[src/hw/rtl/cau_div_step.sv]
`timescale 1ns / 1ps

module cau_div_step #(
   parameter int DEN_BITS = 64
) (
   input  logic [DEN_BITS-1:0] rem,
   input  logic                din,
   input  logic [DEN_BITS-1:0] den,
   output logic [DEN_BITS-1:0] rem_out,
   output logic                qbit
);

   logic [DEN_BITS:0] shifted;
   logic [DEN_BITS:0] diff;

   always_comb begin
      shifted = {rem, din};
      diff    = shifted - {1'b0, den};
      qbit    = (shifted >= {1'b0, den});
      rem_out = qbit ? diff[DEN_BITS-1:0] : shifted[DEN_BITS-1:0];
   end

endmodule

[config.mk]
export PLATFORM = sky130hd
export DESIGN_NAME = cau_div_step
export DESIGN_NICKNAME = d
export VERILOG_FILES = /design/src/hw/rtl/cau_div_step.sv
export SDC_FILE = /design/constraint.sdc
export NUM_CORES = 1
export LEC_CHECK = 0
export BUFFER_PORTS_ARGS = -buffer_cell sky130_fd_sc_hd__buf_4
export CAP_MARGIN = 20
export CORE_MARGIN = 4
export CORE_UTILIZATION = 56
export DETAILED_ROUTE_END_ITERATION = 8
export PLACE_DENSITY = 0.9
export SETUP_SLACK_MARGIN = 0.02
export SLEW_MARGIN = 20
export SYNTH_ARGS = -nofsm -noshare
export SYNTH_HDL_FRONTEND = slang
export SYNTH_SLANG_ARGS = --single-unit
[constraint.sdc]
create_clock -name vclk -period 6.21
set_clock_uncertainty 0.15 [all_clocks]
set_input_delay 0.621 -clock vclk [all_inputs]
set_output_delay 0.621 -clock vclk [all_outputs]
set_load 0.05 [all_outputs]
==> results of run 1 <==
[cell usage in the layout, fill, tap and decap left out, types with 29 or more instances in the layout]
cell type,instances
a21o_1,33
a21oi_1,77
buf_4,194
ha_1,64
inv_1,85
mux2_1,55
nand2_1,69
nor2_1,29
o21ai_0,45
xnor2_1,35
[power breakdown]
part	internal (mW)	total (mW)	switching, mW
Combinational	0.400	1.10	0.696
Clock	0	0	0
Sequential	0	0	0
[kinds of logic (layout without fill, tap and decap cells)]
family / after synthesis / after routing / synth area share (%)
buf+inv: 118 / 280 / 9.97
xor+xnor: 59 / 59 / 10.5
fa+ha+maj: 65 / 65 / 16.7
simple gates: 182 / 182 / 17.8
mux: 63 / 63 / 14.3
compound gates: 234 / 234 / 30.7
[per-layer routing]
layer  global-route usage, %  up-vias  routed length, um
met2                    54.5      353               7960
met1                    37.0     2746               6450
li1                        -     2923                  -
met4                    10.6        0                599
met3                    3.51       67               1410
met5                       0        -                  0
[synthesized netlist by cell type, types with 2 or more instances]
cell type / number
a221o_1: 3
a21bo_2: 2
o2111ai_1: 2
nand3_1: 14
and2_1: 7
o211ai_1: 4
nor4_1: 6
mux2_1: 55
a21oi_1: 77
mux2i_1: 3
nor2b_1: 6
o21ai_0: 45
and3_1: 11
xor2_1: 24
a31oi_1: 13
o21ai_1: 3
a21oi_2: 3
a21boi_0: 3
nor2_1: 29
buf_6: 6
a311oi_1: 2
nor3_1: 9
xnor2_1: 35
o31ai_1: 4
o31a_1: 2
inv_1: 85
o21bai_1: 10
o221ai_1: 2
a211oi_1: 4
ha_1: 64
nand2b_1: 6
nand4_1: 18
buf_2: 2
nand2_1: 69
clkbuf_1: 25
a21o_1: 33
mux2_2: 5
a31o_2: 3
o21a_1: 5
[through the flow]
stage | cell area, um^2 | cells | utilization, % | hold WS, ps | total power, mW
2_1_floorplan | 4920 | 721 | - | 1390 | 0.776
3_3_place_gp | 6360 | 988 | 75.8 | 1470 | 1.07
3_5_place_dp | 6360 | 988 | 75.8 | 1470 | 1.08
4_1_cts | 6360 | 988 | 75.8 | 1480 | 1.09
5_1_grt | 6360 | 988 | 75.8 | 1490 | 1.17
6_report | 6360 | 988 | 75.8 | 1480 | 1.10
[critical path, cell delays in order]
cell      delay [ps]
buf_4            120
ha_1             370
a21o_1           200
and2_1           170
o311ai_0         380
o211ai_1         280
o21ai_0          540
a21oi_1          300
a21boi_0         600
o21ai_0          180
a311oi_1         350
mux2_1           200
buf_4            200
[cell type report]
| cell class | instances | area, um^2 |
|---|---|---|
| fill | 619 | 2020 |
| inverter | 85 | 319 |
| multi-input combinational | 603 | 4430 |
| tap | 105 | 131 |
| timing repair buffer | 195 | 1480 |
[worst paths after layout]
kind	slack, ps	cells past startpoint	to
worst max-delay path	910	13	rem_out[62]
worst min-delay path	1480	3	rem_out[47]
==> metrics.cfg, run 1 <==
[timing]
setup_viol_count_final=0
fmax_ghz=0.189
fin_crit_sh_pct=85.4
setup-tns-final_ps=0
worst_pin_slew_ps=641
max_slew_margin_pct=56.9
setup_slack_ps=910
rsz0062_at_grt=no
finalMaxSlewViolations=0
finalHoldViolCount=0
layout_min_cycle_time_ps=5300

[floorplanning]
row_count=33
die-area_um2=10400
initial_core_util_pct=58.7
die_x_um=102
pin_count=194
die_h_um=102
core_um2=8380

[synthesis]
yosys.area.top_type=ha_1
syn_area_um2=4920
synth-seq-area-share_pct=0
yosysWarnings=0
ys_top_cells_by_area=ha_1, mux2_1, a21oi_1
synth_cell_types=61
synth_cells=721
synth.top_cell.area_share_pct=16.3
synth_area_per_cell_um2=6.83
synth_fp_nets=915

[route]
vias=6089
drtIter0Drc=374
vias_per_cell=6.16
drtAntennaViolNets=0
wire_per_inst_um=16.6
routed_wl_um=16400
dr.pass1.iters=5
drc=0

[layout]
clkbuf_count=0
seq_area_um2=0
drive_above_1_share_pct=24.3
nets=1079
n_sequential_cell=0
areaGrowthSynthToFinish_pct=29.2
n_antenna_cell=0

[pwr]
peakVddDrop_uv=127
power_leakage_nw=3.25
powerDensity_nw_per_um2=172

[placed_design]
io_buffers=194
preCtsSetupSlack_ps=1040
place_congestion=0.975
detailed_place_hpwl_um=14200

[critical_path]
critPathKind=input port to output port
arrival_ps=4530
path_max_fanout=6
start_kind=input port
worstSetupEndpointType=output port
cp.required_ps=5440
cp-startpoint=rem[3]

[clocking]
cts_resized=0
ctsHoldBuffers=0
postCtsSetupBuffers=0

[min_path]
hp-start=rem[46]
hold_path_class=input port to output port

[global_routing]
antenna_found_initial=0
grt_max_degree=51
grt_overflow_total=0
gr-usage-all-layers_pct=30.3
grt_pass1_vias=5915
grt_pass1_wl_um=26600

[status]
outcome=completed

[run]
maxCapViolations=0

Power figures use the tool's default switching activity.
==> inputs of run 2 (changes only) <==
--- a/config.mk
+++ b/config.mk
@@ -8,9 +8,8 @@
 export BUFFER_PORTS_ARGS = -buffer_cell sky130_fd_sc_hd__buf_4
 export CAP_MARGIN = 20
 export CORE_MARGIN = 4
-export CORE_UTILIZATION = 56
+export CORE_UTILIZATION = 28
 export DETAILED_ROUTE_END_ITERATION = 8
-export PLACE_DENSITY = 0.9
 export SETUP_SLACK_MARGIN = 0.02
 export SLEW_MARGIN = 20
 export SYNTH_ARGS = -nofsm -noshare
==> metrics.cfg, run 2 (same netlist as run 1, synthesis figures left out) <==
[timing]
fmax_ghz=0.192
max_slew_margin_pct=59.6
setup-tns-final_ps=0
rsz0062_at_grt=no
layout_min_cycle_time_ps=5200
worst_pin_slew_ps=600
finalMaxSlewViolations=0
finalHoldViolCount=0
setup_viol_count_final=0
fin_crit_sh_pct=83.8

[placed_design]
detailed_place_hpwl_um=14500
io_buffers=194
place_congestion=0.859

[global_routing]
grt_pass1_vias=5452
grt_pass1_wl_um=26500
grt_max_degree=34
grt_overflow_total=0
antenna_found_initial=0
gr-usage-all-layers_pct=15.5

[route]
dr.pass1.iters=4
drtAntennaViolNets=0
vias_per_cell=5.13
routed_wl_um=16500
drc=0
drtIter0Drc=313
wire_per_inst_um=14.9
vias=5694

[critical_path]
critPathKind=input port to output port
path_cells=buf_4, ha_1, a21o_1, a31oi_1, a21oi_1, o21ai_1, a21oi_1, a41oi_2, o32ai_1, o311a_4, a31oi_4, buf_4, mux2_1, buf_4
cpMaxStageDelayCell=buf_4
crit_top_cell=buf_4
worstSetupEndpointType=output port
crit_path_max_incr_delay_ps=430
start_kind=input port
path_max_fanout=33
cp.required_ps=5440
arrival_ps=4430

[floorplanning]
core_um2=17200
die_h_um=141
initial_core_util_pct=28.5
row_count=48
die_x_um=141
die-area_um2=19800
pin_count=194

[layout]
final_cell_mix=buf_4, inv_1, a21oi_1
n_antenna_cell=0
drive_above_1_share_pct=24.4
fillers=1893
nets=1080
areaGrowthSynthToFinish_pct=32.1
seq_area_um2=0
clkbuf_count=0
fin_util_pct=37.7
final_common_cell=buf_4
n_sequential_cell=0
multi_input_area_um2=4430

[run]
maxCapViolations=0

[pwr]
peakVddDrop_uv=91.6
finalPower_mw=1.09
power_leakage_nw=3.26
powerDensity_nw_per_um2=168

[min_path]
hold_path_class=input port to output port

[clocking]
ctsHoldBuffers=0
postCtsSetupBuffers=0
cts_resized=0

[status]
outcome=completed

run 2: cell count changes in the layout (fill, tap and decap cells not counted):
cell / delta
buf_4: +2
buf_12: -1
run 2: worst paths after layout:
check / start / end / slack (ps) / cells past startpoint
setup / recovery: rem[3] / rem_out[39] / 1010 / 14
hold / removal: rem[52] / rem_out[53] / 1480 / 3
run 2: cell type report:
type / count / area share, %
Timing Repair Buffer: 196 / 22.6
Multi-Input combinational cell: 603 / 68.1
Tap cell: 225 / 4.33
Inverter: 85 / 4.91
run 2: critical path, delay by kind of cell:
family / cells / cell delay, ps
AO/OA/AOI/OAI: 9 / 2250
buffers and inverters: 3 / 750
multiplexers: 1 / 420
adder cells (fa/ha/maj): 1 / 370
run 2: where the power goes:
group / internal [mW] / switching [mW] / total [mW] / leakage [nW]
logic: 0.399 / 0.690 / 1.09 / 3.26
registers: 0 / 0 / 0 / 0
clock network: 0 / 0 / 0 / 0
run 2: stage by stage:
step | cells | hold WS [ps] | instance area (um^2) | setup WS [ps]
after floorplan | 721 | 1390 | 4920 | 1470
after global placement | 1109 | 1480 | 6500 | 1060
after detailed placement | 1109 | 1480 | 6500 | 1050
after CTS | 1109 | 1480 | 6500 | 1030
after global routing | 1109 | 1490 | 6500 | 773
final | 1109 | 1480 | 6500 | 1010
run 2: routing by layer:
layer	part of all wire [%]	vias to the layer above	wire length [um]	global-route usage [%]
met4	0.72	0	119	0.969
met3	5.4	9	883	0.950
met1	47	2597	7710	22.3
met5	0	-	0	0
li1	-	2920	-	-
met2	47	168	7780	26.6
==> inputs of run 3 (changes only) <==
==> constraint.sdc (replaced) <==
create_clock -name vclk -period 4.7
set_clock_uncertainty 0.15 [all_clocks]
set_input_delay 0.47 -clock vclk [all_inputs]
set_output_delay 0.47 -clock vclk [all_outputs]
set_load 0.05 [all_outputs]
==> metrics.cfg, run 3 (same netlist as run 1, synthesis figures left out) <==
[status]
outcome=completed

[run]
maxCapViolations=0

[pwr]
power_frac_clock_pct=0
comb_power_share_pct=100.0
p_int_mw=0.560
power_leakage_nw=3.39
powerDensity_nw_per_um2=220
switching_share_pct=62.3
p_seq_share_pct=0
peakVddDrop_uv=122
power_switching_mw=0.924

[timing]
finalHoldViolCount=0
setup_viol_count_final=0
setup-tns-final_ps=0
layout_min_cycle_time_ps=4490
finalMaxSlewViolations=0
fin_crit_sh_pct=95.6
max_slew_margin_pct=63.8
fmax_ghz=0.222
hold_ws_ps=1180
worst_pin_slew_ps=538
rsz0062_at_grt=no

[placed_design]
place_congestion=0.905
io_buffers=194
placed_area_um2=6650
place_inst=1125
detailed_place_hpwl_um=14500

[floorplanning]
initial_core_util_pct=28.5
die_h_um=141
row_count=48
die-area_um2=19800
die_x_um=141
pin_count=194
core_um2=17200

[route]
drtIter0Drc=230
wire_per_inst_um=15.2
routed_wl_um=17200
dr.pass1.iters=5
vias=5799
vias_per_cell=5.12
drtAntennaViolNets=0
drc=0

[clocking]
ctsHoldBuffers=0

[layout]
nets=1103
seq_area_um2=0
clkbuf_count=0
n_sequential_cell=0
drive_above_1_share_pct=26.6
areaGrowthSynthToFinish_pct=37.1
final_common_cell=buf_4
n_antenna_cell=0
fin_cells=1132
final_cell_mix=buf_4, inv_1, a21oi_1
fin_util_pct=39.1
stdcell_area_um2=6750

[critical_path]
arrival_ps=3870
start_kind=input port
crit_path_max_incr_delay_ps=390
worstSetupEndpointType=output port
path_max_fanout=17
crit_top_cell=buf_4
cp.required_ps=4080
cpMaxStageDelayCell=ha_1
critPathKind=input port to output port
path_cells=buf_4, ha_1, a21oi_1, o21ai_0, nand2_1, o2111ai_1, a221o_1, a41oi_2, o32ai_1, o311a_4, a31oi_4, buf_4, buf_12, mux2_1, buf_4

[global_routing]
antenna_found_initial=0
grt_pass1_vias=5589
grt_pass1_wl_um=26800
grt_overflow_total=0
gr-usage-all-layers_pct=15.6
grt_max_degree=35

[min_path]
holdPathStages=3
hold_path_end=rem_out[13]
hp-start=rem[12]
hold_path_class=input port to output port

==> run 3: changes by cell type in the layout (fill, tap and decap cells not counted), sizes merged <==
cell | before | now
buf | 196 | 217
clkbuf | 0 | 2
==> run 3: repair_timing <==
action,CTS,global route
buffers inserted,0,5
endpoints found under the setup margin,0,62
gates resized for setup,0,2
==> run 3: power groups by stage <==
stage	registers [mW]	logic, mW	clock network, mW
after detailed placement	0	1.46	0
after floorplan	0	1.03	0
after CTS	0	1.47	0
final	0	1.48	0
after global routing	0	1.59	0
after global placement	0	1.46	0
==> run 3: routing by layer <==
metal	vias to the layer above	GRT usage, %	wire, um
met4	0	1.22	125
met5	-	0	0
met3	6	1.12	974
met2	172	26.8	8170
met1	2651	22.4	7950
li1	2970	-	-
==> run 3: worst max path at each step <==
stage,from,endpoint,cells after the start
floorplan,den[34],rem_out[0],13
global route,rem[23],rem_out[17],15
detailed placement,rem[0],rem_out[39],14
CTS,rem[0],rem_out[39],14
global placement,rem[0],rem_out[39],14
finish,rem[23],rem_out[39],15
==> run 3: stage by stage <==
step,setup slack (ps),power [mW]
floorplan,259,1.03
global placement,111,1.46
detailed placement,76.5,1.46
CTS,49.8,1.47
global route,25.7,1.59
finish,205,1.48
==> run 3: worst max-delay path, delay by kind of cell <==
kind / cells / cell delay (ps)
muxes: 1 / 390
buffers and inverters: 4 / 640
and+or+nand+nor: 1 / 80
adders and majority gates: 1 / 390
AOI/OAI and AO/OA: 8 / 1880
==> run 3: cell type report <==
cell class / count / area [um^2]
Multi-Input combinational cell: 603 / 4440
Inverter: 85 / 319
Timing Repair Buffer: 219 / 1700
Fill cell: 1862 / 10500
Tap cell: 225 / 282
